--- src/bmrtc_pkg.sv ---
// Shared constants, types and functions of the rotate-transpose cipher.
package bmrtc_pkg;
	localparam int unsigned NWORDS = 32;
	localparam int unsigned W      = 32;
	localparam int unsigned IDXW   = $clog2(NWORDS);
	localparam int unsigned ROUNDS = 8;
	localparam int unsigned RBITS  = $clog2(ROUNDS);
	localparam int unsigned AMTW   = 5;
	// folded key residue, reciprocal width and shift for an exact quotient
	localparam int unsigned REMW   = 16;
	localparam int unsigned RECW   = 17;
	localparam int unsigned RSHIFT = 22;
	localparam int unsigned PRODW  = REMW + RECW;

	typedef logic [W-1:0] word_t;
	typedef logic [NWORDS-1:0][2:0][5:0] pmod_tab_t;
	typedef logic [NWORDS-1:0][RECW-1:0] recip_tab_t;

	typedef enum logic [5:0] {
		ST_LOAD  = 6'b000001,
		ST_RDA   = 6'b000010,
		ST_CAP   = 6'b000100,
		ST_MOD   = 6'b001000,
		ST_APPLY = 6'b010000,
		ST_OUT   = 6'b100000
	} state_t;

	typedef struct packed {
		logic            load_row;
		logic [IDXW-1:0] row_idx;
		logic            cap_key;
		logic            cap_xor;
		logic            mod_step;
		logic            apply;
		logic            ev_left;
		logic            dec;
		logic            shift_out;
	} cmd_t;

	// 2^(8i) mod (32+j) for key bytes 1..3
	function automatic pmod_tab_t pmod_tab();
		pmod_tab_t t;
		for (int j = 0; j < NWORDS; j++)
			for (int i = 0; i < 3; i++)
				t[j][i] = 6'((64'd1 << (8 * (i + 1))) % 64'(NWORDS + j));
		return t;
	endfunction

	// ceil(2^RSHIFT / (32+j))
	function automatic recip_tab_t recip_tab();
		recip_tab_t t;
		for (int j = 0; j < NWORDS; j++)
			t[j] = RECW'(((64'd1 << RSHIFT) + 64'(NWORDS + j) - 64'd1) / 64'(NWORDS + j));
		return t;
	endfunction

	localparam pmod_tab_t  PMOD  = pmod_tab();
	localparam recip_tab_t RECIP = recip_tab();

	function automatic word_t byte_rev(word_t w);
		word_t o;
		o = '0;
		for (int b = 0; b < W; b++)
			o[(b & ~7) | (7 - (b & 7))] = w[b];
		return o;
	endfunction

	function automatic word_t rotate(word_t x, logic [4:0] a, logic left);
		logic [2*W-1:0] d;
		d = {x, x};
		if (left) begin
			d = d << a;
			return d[2*W-1:W];
		end else begin
			d = d >> a;
			return d[W-1:0];
		end
	endfunction

	// Key folded to a 16-bit value congruent to it mod (32+j).
	function automatic logic [REMW-1:0] fold_key(word_t k, int unsigned j);
		logic [REMW-1:0] s;
		s = REMW'(k[7:0]);
		for (int i = 1; i < 4; i++)
			s = s + REMW'(k[8*i +: 8]) * REMW'(PMOD[j][i-1]);
		return s;
	endfunction

	// (s mod (32+j)) mod 32 through the reciprocal quotient.
	function automatic logic [AMTW-1:0] rem_amount(logic [REMW-1:0] s, int unsigned j);
		logic [PRODW-1:0] p;
		logic [AMTW-1:0]  q;
		p = PRODW'(s) * PRODW'(RECIP[j]);
		q = p[RSHIFT +: AMTW];
		// (32+j) mod 32 is j, so only the low quotient bits matter
		return s[AMTW-1:0] - q * AMTW'(j);
	endfunction
endpackage

--- src/bmrtc_ctrl.sv ---
// Controller: load counters, round sequencer and output handshake.
module bmrtc_ctrl (
	input  logic                   clk,
	input  logic                   arst_n,
	input  logic                   in_valid,
	input  logic                   func,
	input  logic                   out_stall,
	input  logic                   cfg_valid,
	input  logic                   cfg_data,
	output logic                   in_stall,
	output logic                   out_valid,
	output logic                   last,
	output logic                   cfg_ready,
	output logic                   key_we,
	output logic [bmrtc_pkg::IDXW-1:0] key_waddr,
	output logic [bmrtc_pkg::IDXW-1:0] key_raddr,
	output bmrtc_pkg::cmd_t         cmd
);
	import bmrtc_pkg::*;

	state_t           state_q;
	logic [IDXW-1:0]  key_cnt_q;
	logic [IDXW-1:0]  row_cnt_q;
	logic [IDXW-1:0]  oidx_q;
	logic [RBITS-1:0] rnd_q;
	logic             half_q;
	logic             dir_q;
	logic             in_xfer;
	logic             out_xfer;
	logic [RBITS-1:0] rr;

	assign in_stall  = (state_q != ST_LOAD);
	assign out_valid = (state_q == ST_OUT);
	assign last      = out_valid && (oidx_q == IDXW'(NWORDS - 1));
	assign cfg_ready = (state_q == ST_LOAD);
	assign in_xfer   = in_valid && !in_stall;
	assign out_xfer  = out_valid && !out_stall;
	assign key_we    = in_xfer && !func;
	assign key_waddr = key_cnt_q;

	// decrypt walks the rounds backward and swaps the key pairs
	assign rr        = dir_q ? RBITS'(ROUNDS - 1) - rnd_q : rnd_q;
	assign key_raddr = IDXW'({rr, dir_q ^ half_q, state_q == ST_CAP});

	always_comb begin
		cmd.load_row  = in_xfer && func;
		cmd.row_idx   = row_cnt_q;
		cmd.cap_key   = (state_q == ST_CAP);
		cmd.cap_xor   = (state_q == ST_MOD);
		cmd.mod_step  = (state_q == ST_MOD);
		cmd.apply     = (state_q == ST_APPLY);
		cmd.ev_left   = !half_q;
		cmd.dec       = dir_q;
		cmd.shift_out = out_xfer;
	end

	always_ff @(posedge clk or negedge arst_n) begin
		if (!arst_n) begin
			state_q   <= ST_LOAD;
			key_cnt_q <= '0;
			row_cnt_q <= '0;
			oidx_q    <= '0;
			rnd_q     <= '0;
			half_q    <= 1'b0;
			dir_q     <= 1'b0;
		end else begin
			if (cfg_valid && cfg_ready)
				dir_q <= cfg_data;
			unique case (state_q)
				ST_LOAD: begin
					if (in_xfer) begin
						if (!func)
							key_cnt_q <= key_cnt_q + 1'b1;
						else begin
							row_cnt_q <= row_cnt_q + 1'b1;
							if (row_cnt_q == IDXW'(NWORDS - 1))
								state_q <= ST_RDA;
						end
					end
				end
				ST_RDA: state_q <= ST_CAP;
				ST_CAP: state_q <= ST_MOD;
				ST_MOD: state_q <= ST_APPLY;
				ST_APPLY: begin
					half_q <= !half_q;
					if (half_q) begin
						rnd_q <= rnd_q + 1'b1;
						if (rnd_q == RBITS'(ROUNDS - 1)) begin
							oidx_q  <= '0;
							state_q <= ST_OUT;
						end else
							state_q <= ST_RDA;
					end else
						state_q <= ST_RDA;
				end
				ST_OUT: begin
					if (out_xfer) begin
						oidx_q <= oidx_q + 1'b1;
						if (last)
							state_q <= ST_LOAD;
					end
				end
				default: state_q <= ST_LOAD;
			endcase
		end
	end
endmodule

--- config.mk ---
export PLATFORM = sky130hd
export DESIGN_NAME = bmrtc_ctrl
export DESIGN_NICKNAME = d
export VERILOG_FILES = /design/src/bmrtc_pkg.sv /design/src/bmrtc_ctrl.sv
export SDC_FILE = /design/constraint.sdc
export NUM_CORES = 1
export LEC_CHECK = 0
export CORE_ASPECT_RATIO = 1.25
export CORE_UTILIZATION = 30
export CTS_CLUSTER_DIAMETER = 150
export DETAILED_ROUTE_END_ITERATION = 7
export DONT_BUFFER_PORTS = 1
export SKIP_LAST_GASP = 1
export SLEW_MARGIN = 40
export SYNTH_ARGS = -nofsm -noshare
export SYNTH_HDL_FRONTEND = slang
export SYNTH_SLANG_ARGS = --single-unit
--- constraint.sdc ---
create_clock -name clk -period 2.1 [get_ports clk]
set_clock_uncertainty 0.15 [all_clocks]
set_input_delay 0.315 -clock clk [delete_from_list [all_inputs] [get_ports clk]]
set_output_delay 0.315 -clock clk [all_outputs]
set_load 0.05 [all_outputs]
==> flow_metrics.tcl, run 1 <==
set metrics [dict create \
    p_switching_w 0.001076 \
    avgViaCountPerCell 4.665 \
    portBuffers 0 \
    max_cap_viol_count 0 \
    syn_area_um2 1366 \
    asyncSetResetFlopFracSynth 1.000 \
    worstHoldPathCells 1 \
    finalPower_w 0.002280 \
    ir_drop_mv 0.7633 \
    clock-sinks 26 \
    finalMaxSlewViolations 0 \
    antenna_found_initial 0 \
    multiInputGateArea_um2 744.5 \
    endpoint_kind "primary output" \
    clkSlewWorstSetupHoldPaths_ns 0.09 \
    p_leak_nw 0.9023 \
    slew_headroom 0.6397 \
    grt_remaining_overflow 0 \
    dr.pass1.iters 4 \
    stdcell_count 209 \
    fin_crit_sh 1.069 \
    area_growth_pct 41.85 \
    required_ns 1.63 \
    clockRootBuffer "clkbuf_8" \
    synth_edf_count 0 \
    cts_tree "yes" \
    layout_commonest_cell "buf_4" \
    ys_ff_latch 26 \
    final_util 0.4413 \
    setup_viol 8 \
    post_dp_cell_area_um2 1772 \
    hold_viol 0 \
    r2r.worst_path.cells 6 \
    htree_num_levels 1 \
    seqCellArea_um2 651.9 \
    num_vias 975 \
    pwr-share-clk 0.123 \
    worstHoldPathType "in -> reg" \
    grt_pass1_wl_um 4774 \
    fillers 406 \
    remaining_drc_errors 0 \
    numCtsBuffers 3 \
    clk_latency_ns 0.26 \
    core_um2 4392 \
    yosysSeqAreaShare 0.4771 \
    worst_pin_slew_ns 0.5404 \
    track_usage 0.1211 \
    place_inst 195 \
    dp_hpwl_um 2056 \
    start_kind "flop" \
    critPathMaxFanout 3 \
    grt_pass1_vias 1061 \
    arrival_ns 1.78 \
    die_area_um2 4830 \
    initial_core_util 0.3111 \
    yosysUniqueCellTypes 33 \
    syn_inst 114 \
    wl_per_cell_um 13.02 \
    grt_setup_unrepaired "yes" \
    first_iter_violations 4 \
    p_per_area_nw_per_um2 1177 \
    routabilityCongestion 0.6957 \
    yosys_warnings 0 \
    avgSynthCellArea_um2 11.99 \
    critPathKind "reg -> out" \
    mostFrequentLayoutCells "buf_4 (26), dfrtp_1 (25), xor2_1 (8), xnor2_1 (8)" \
    grt_max_degree 27 \
    ant_nets 0 \
    fp.dieW_um 62.36 \
    antenna_cells 0 \
    place_ws_ns -0.007659 \
    fin_ws_ns -0.1444 \
    power_frac_comb 0.491 \
    die_h_um 77.45 \
    status "complete, but fails checks" \
    wl_um 2721 \
    syn_nets 128 \
    intPower_w 0.001205 \
    synthFlopType "dfrtp_1" \
    row_count 27 \
    clock.fmax_ghz 0.4456 \
    netSwitchingFraction 0.4717 \
    top_level_ports 35 \
    drive_above_1_share 0.4371 \
    power_frac_seq 0.386 \
    cts.path.max_buffers 2 \
    failed_checks "negative setup slack" \
    post-route-cell-area_um2 1938 \
    rrSetupSlack_ns 0.01 \
    timing.final.crit_period_ns 2.244 \
    final_nets 166 \
]
[cell usage after synthesis, drive strengths merged (3+ instances only)]
master   n  area [um^2]
ha       7        87.58
nor3     3        37.53
nand3    3        15.01
nand2    8        30.03
dfrtp   25        625.6
o21ai    3        15.01
nor2     4        15.01
inv      3        11.26
xor2     8        70.07
xnor2    8        70.07
nand4    3        18.77
a22o     3        26.28
mux2     7        78.83
buf      5        35.03
nor4bb   4        40.04
[worst paths after layout]
kind,from,endpoint
setup / recovery,state_q[2],cmd[12]
hold / removal,cfg_data,dir_q
setup reg to reg,state_q[3],oidx_q[0]
hold reg to reg,oidx_q[4],oidx_q[4]
max in group asynchronous,arst_n,state_q[0]
min in group asynchronous,arst_n,dir_q
[metal layers]
metal	up-vias	wire length (um)	track usage
met3	2	163	0.02206
met5	-	0	0
met4	0	17	0.02791
met2	26	1362	0.2132
met1	476	1178	0.1528
li1	471	-	-
[final cells by class]
class / instances / area share
Inverter: 3 / 0.005810
Sequential cell: 26 / 0.3363
Tap cell: 58 / 0.03744
Timing Repair Buffer: 40 / 0.2130
Clock buffer: 4 / 0.02324
Multi-Input combinational cell: 78 / 0.3841
[sequential cells by signal, indices dropped and copies added, names as in the netlist]
register   cells
dir_q          1
row_cnt_q      5
oidx_q         5
key_waddr      5
state_q        6
rnd_q          3
half_q         1
[power groups by stage]
stage / Combinational [W] / Clock (W) / Sequential, W
finish: 0.00112 / 0.000281 / 0.000879
detailed placement: 0.00107 / 0 / 0.000888
floorplan: 0.000568 / 0 / 0.00105
global route: 0.00120 / 0.000312 / 0.000896
global placement: 0.00105 / 0 / 0.000882
CTS: 0.00112 / 0.000285 / 0.000882
[worst max-delay path, stage by stage, from the launching register on]
cell and delay, ns:
dfrtp_1 0.40, or4_4 0.55, buf_4 0.17, nor3_4 0.14, buf_12 0.13, buf_12 0.12
[logic make-up (layout without fill, tap and decap cells)]
logic type | count (synthesis) | after routing | synth area share
buf+inv | 10 | 47 | 0.03938
fa+ha+maj | 7 | 7 | 0.06410
mux | 7 | 7 | 0.05770
xor+xnor | 16 | 16 | 0.1026
simple gates | 38 | 38 | 0.2060
compound gates | 10 | 10 | 0.05312
flops | 26 | 26 | 0.4771
[timing repair]
item | 4_1_cts | 5_1_grt
hold endpoints to repair | 26 | 0
hold buffers | 2 | 0
resized for setup | 8 | 1
gates cloned | 0 | 0
buffers inserted | 6 | 2
pin swaps | 6 | 4
setup endpoints to repair | 14 | 17
[metrics by stage]
step / hold WS (ns) / setup TNS, ns
after global routing: 0.05378 / -1.550
after detailed placement: -0.1297 / -0.007659
after floorplan: -0.1306 / -4.766
after global placement: -0.1298 / 0
final: 0.05758 / -0.8315
after CTS: 0.05668 / -0.9076
No activity file was read; power rests on OpenSTA's default activity.
==> inputs of run 2 (changes only) <==
Settings changed: SKIP_CTS_REPAIR_TIMING set to 1.
==> run 2 against run 1 <==
The run still ends with negative setup slack left. Non-clock buffer count is 2 higher. Count of clock-buffer cells in the layout stayed put. Clock power is 2% lower. Worst setup slack worse by 0.022 ns. Core utilization is 1.0 points higher. Final cell count is 0.96% higher. Worst hold slack better by 0.0021 ns. Largest power group unchanged.
==> flow_metrics.tcl, run 2 (same netlist as run 1, synthesis figures left out) <==
set metrics [dict create \
    status "complete, but fails checks" \
    failed_checks "negative setup slack" \
    r2r.worst_path.cells 7 \
    dp_hpwl_um 2056 \
    die_area_um2 4830 \
    r2r_start "state_q[3]" \
    grt_setup_unrepaired "yes" \
    grt_pass1_vias 1014 \
    pwr-share-clk 0.121 \
    grt_pass1_wl_um 4547 \
    place_inst 195 \
    fin_ws_ns -0.1669 \
    worst_pin_slew_ns 0.5398 \
    endpoint_kind "primary output" \
    layout_commonest_cell "buf_4" \
    slew_headroom 0.6402 \
    dr.pass1.iters 4 \
    wl_um 2722 \
    htree_num_levels 1 \
    stdcell_count 211 \
    row_count 27 \
    crit_path_start "state_q[3]" \
    power_frac_seq 0.387 \
    intPower_w 0.001201 \
    clkSlewWorstSetupHoldPaths_ns 0.08 \
    p_leak_nw 0.9364 \
    p_per_area_nw_per_um2 1145 \
    clock-sinks 26 \
    routabilityCongestion 0.6957 \
    ir_drop_mv 0.7482 \
    antenna_cells 0 \
    top_level_ports 35 \
    worstHoldPathType "in -> reg" \
    largest_register "state_q" \
    fin_crit_sh 1.079 \
    final_util 0.4513 \
    timing.final.crit_period_ns 2.267 \
    crit_path_max_incr_delay_ns 0.48 \
    grt_remaining_overflow 0 \
    mostFrequentLayoutCells "buf_4 (26), dfrtp_1 (25), xor2_1 (8), xnor2_1 (8), buf_6 (8)" \
    fp.dieW_um 62.36 \
    portBuffers 0 \
    required_ns 1.63 \
    cp.depth 4 \
    grt_max_degree 27 \
    clockRootBuffer "clkbuf_8" \
    p_switching_w 0.001068 \
    numCtsBuffers 3 \
    die_h_um 77.45 \
    initial_core_util 0.3111 \
    max_cap_viol_count 0 \
    reg2reg_to "rnd_q[2]" \
    power_frac_comb 0.492 \
    critPathKind "reg -> out" \
    ant_nets 0 \
    critPathMaxFanout 5 \
    worst-path-buf-inv 2 \
    area_growth_pct 45.05 \
    remaining_drc_errors 0 \
    hold_viol 0 \
    drive_above_1_share 0.4444 \
    cts_tree "yes" \
    track_usage 0.1154 \
    largest_reg_flops 6 \
    avgViaCountPerCell 4.692 \
    start_kind "flop" \
    finalMaxSlewViolations 0 \
    critical_path.top_delay_family "simple AND/OR/NAND/NOR gates" \
    cts.path.max_buffers 2 \
    endpoint "cmd[0]" \
    slowest_stage "or4_4" \
    clk_latency_ns 0.26 \
    crit_top_cell "buf_6" \
    rrSetupSlack_ns -0.07 \
    netSwitchingFraction 0.4706 \
    arrival_ns 1.80 \
    clock.fmax_ghz 0.4411 \
    core_um2 4392 \
    antenna_found_initial 0 \
    final_nets 168 \
    first_iter_violations 17 \
    wl_per_cell_um 12.90 \
    num_vias 990 \
    crit_chain "buf_6, or4_4, nor4b_4, buf_6" \
    setup_viol 13 \
]
==> run 2: routing by layer <==
metal	GRT usage	part of all wire
met1	0.1491	0.44
met2	0.1967	0.49
met3	0.02353	0.060
met4	0.02791	0.0062
met5	0	0
==> run 2: final cells by class <==
| class | instances | area (um^2) |
|---|---|---|
| fill | 411 | 2410 |
| multi-input combinational | 78 | 765.7 |
| sequential | 26 | 651.9 |
| timing repair buffer | 42 | 435.4 |
| tap | 58 | 72.57 |
| clock buffer | 4 | 45.04 |
| inverter | 3 | 11.26 |
==> run 2: worst min-delay path by stage <==
| stage | startpoint | endpoint | cells past startpoint |
|---|---|---|---|
| floorplan | arst_n | dir_q | 0 |
| global placement | arst_n | dir_q | 0 |
| detailed placement | arst_n | dir_q | 0 |
| CTS | arst_n | dir_q | 0 |
| global route | cfg_data | dir_q | 1 |
| finish | cfg_data | dir_q | 1 |
==> run 2: power by group through the flow <==
stage          Combinational [W]  Sequential, W  Clock (W)
5_1_grt                  0.00119       0.000894   0.000312
3_3_place_gp             0.00105       0.000882          0
6_report                 0.00112       0.000878   0.000274
3_5_place_dp             0.00107       0.000888          0
4_1_cts                  0.00107       0.000881   0.000285
2_1_floorplan           0.000568        0.00105          0
==> run 2: metrics by stage <==
stage | total power, W | setup slack (ns) | TNS (ns) | cell area, um^2 | hold WS [ns]
after global placement | 0.001935 | 0.008923 | 0 | 1772 | -0.1298
after CTS | 0.002236 | -0.3016 | -1.888 | 1817 | -0.4148
after floorplan | 0.001620 | -0.5246 | -4.766 | 1426 | -0.1306
final | 0.002269 | -0.1669 | -1.065 | 1982 | 0.05964
after global routing | 0.002395 | -0.2539 | -2.084 | 1982 | 0.05378
after detailed placement | 0.001956 | -0.007659 | -0.007659 | 1772 | -0.1297
==> inputs of run 3 (changes only) <==
==> constraint.sdc (replaced) <==
create_clock -name clk -period 2.1 [get_ports clk]
set_clock_uncertainty 0.15 [all_clocks]
set_input_delay 0.21 -clock clk [delete_from_list [all_inputs] [get_ports clk]]
set_output_delay 0.21 -clock clk [all_outputs]
set_load 0.05 [all_outputs]
==> run 3 against run 2 <==
The run ends with negative hold slack, negative setup slack left. First-iteration DRC count fell by 35%. Sequential share of layout area rose by 1.3 points. Sequential power rose by 3.0%. Global-route usage rose by 0.39 points. Worst setup slack improved by 0.021 ns. Wire length fell by 0.51%. Flip-flop and latch count did not move. Register-to-register slack got worse by 0.04 ns. Design area fell by 3.7%. Core utilization fell by 1.7 points. Clock power rose by 47%.
==> flow_metrics.tcl, run 3 (same netlist as run 1, synthesis figures left out) <==
set metrics [dict create \
    status "complete, but fails checks" \
    failed_checks "negative hold slack, negative setup slack" \
    hold_viol 1 \
    dp_hpwl_um 2065 \
    first_iter_violations 11 \
    mostFrequentLayoutCells "buf_4 (28), dfrtp_1 (25), xor2_1 (8), xnor2_1 (8)" \
    critPathKind "reg -> out" \
    row_count 27 \
    final_nets 164 \
    grt_setup_unrepaired "yes" \
    clkSlewWorstSetupHoldPaths_ns 0.09 \
    routabilityCongestion 0.7079 \
    grt_pass1_wl_um 4650 \
    numCtsBuffers 3 \
    avgViaCountPerCell 4.802 \
    drive_above_1_share 0.4161 \
    fillers 420 \
    antenna_cells 0 \
    ant_nets 0 \
    clk_latency_ns 0.26 \
    arrival_ns 1.89 \
    p_leak_nw 0.8856 \
    fin_hold_ws_ns -0.009449 \
    wl_um 2708 \
    worst_pin_slew_ns 0.6608 \
    clock-sinks 26 \
    area_growth_pct 39.74 \
    finalMaxSlewViolations 0 \
    clockRootBuffer "clkbuf_8" \
    clock.fmax_ghz 0.4453 \
    fp.dieW_um 62.36 \
    num_vias 994 \
    initial_core_util 0.3111 \
    grt_remaining_overflow 0 \
    largest_reg_flops 6 \
    wl_per_cell_um 13.08 \
    timing.final.crit_period_ns 2.246 \
    antenna_found_initial 0 \
    cts.path.max_buffers 2 \
    core_um2 4392 \
    setup_viol 11 \
    die_area_um2 4830 \
    start_kind "flop" \
    endpoint_kind "primary output" \
    htree_num_levels 1 \
    post-route-cell-area_um2 1909 \
    critPathMaxFanout 5 \
    top_level_ports 35 \
    cts_tree "yes" \
    dr.pass1.iters 3 \
    max_cap_viol_count 0 \
    p_per_area_nw_per_um2 1242 \
    layout_commonest_cell "buf_4" \
    ir_drop_mv 0.8708 \
    post_dp_cell_area_um2 1682 \
    worstHoldPathType "in -> reg" \
    grt_pass1_vias 1009 \
    die_h_um 77.45 \
    slew_headroom 0.5595 \
    remaining_drc_errors 0 \
    largest_register "state_q" \
    grt_max_degree 27 \
    track_usage 0.1193 \
    fin_ws_ns -0.1456 \
    required_ns 1.74 \
    fin_crit_sh 1.069 \
    portBuffers 0 \
    fin_tns_setup_ns -0.9575 \
]
-- run 3: critical path: stages (launching register included) --
cell     delay, ns
dfrtp_1       0.42
or4_4         0.57
nor4b_4       0.41
buf_6         0.22
-- run 3: layout make-up --
class                   instances  area (um^2)  share of cell area
multi-input cells              78        748.2              0.3919
flip-flops and latches         26        651.9              0.3414
repair buffers                 38        354.1              0.1855
well taps                      58        72.57             0.03801
clock buffers                   3        41.29             0.02163
clock inverters                 1        30.03             0.01573
inverters                       3        11.26            0.005898
-- run 3: final timing paths --
| check | cells past startpoint | slack (ns) | to | start |
|---|---|---|---|---|
| worst min register to register | 1 | 0.39 | oidx_q[4] | oidx_q[4] |
| max in group asynchronous | 2 | 1.36 | state_q[0] | arst_n |
| worst max register to register | 6 | -0.11 | oidx_q[0] | state_q[1] |
| min in group asynchronous | 2 | 0.21 | key_waddr[2] | arst_n |
| worst max-delay path | 3 | -0.15 | cmd[0] | state_q[1] |
| worst min-delay path | 2 | -0.009 | state_q[1] | func |
-- run 3: through the flow --
step	total power [W]	hold WS, ns	util	setup WS (ns)	instances
after floorplan	0.001620	-0.2356	-	-0.4196	114
after global placement	0.001859	-0.2348	0.3829	0.04473	188
after detailed placement	0.001892	-0.2347	0.3829	0.006694	188
after CTS	0.002301	-0.5281	0.3991	-0.3091	192
after global routing	0.002498	0.005627	0.4348	-0.2319	207
final	0.002372	-0.009449	0.4348	-0.1456	207
-- run 3: power breakdown --
part | switching (W) | internal (W)
registers | 0.000289 | 0.000615
clock network | 0.000148 | 0.000255
logic | 0.000637 | 0.000428
total | 0.00107 | 0.00130
-- run 3: layer usage --
layer  global-route usage  up-vias  wire, um  part of all wire
met2               0.2132       27      1422              0.53
met3              0.03382        2       165             0.061
met5                    0        -         0                 0
li1                     -      471         -                 -
met4              0.03488        0        17            0.0063
met1               0.1374      494      1102              0.41
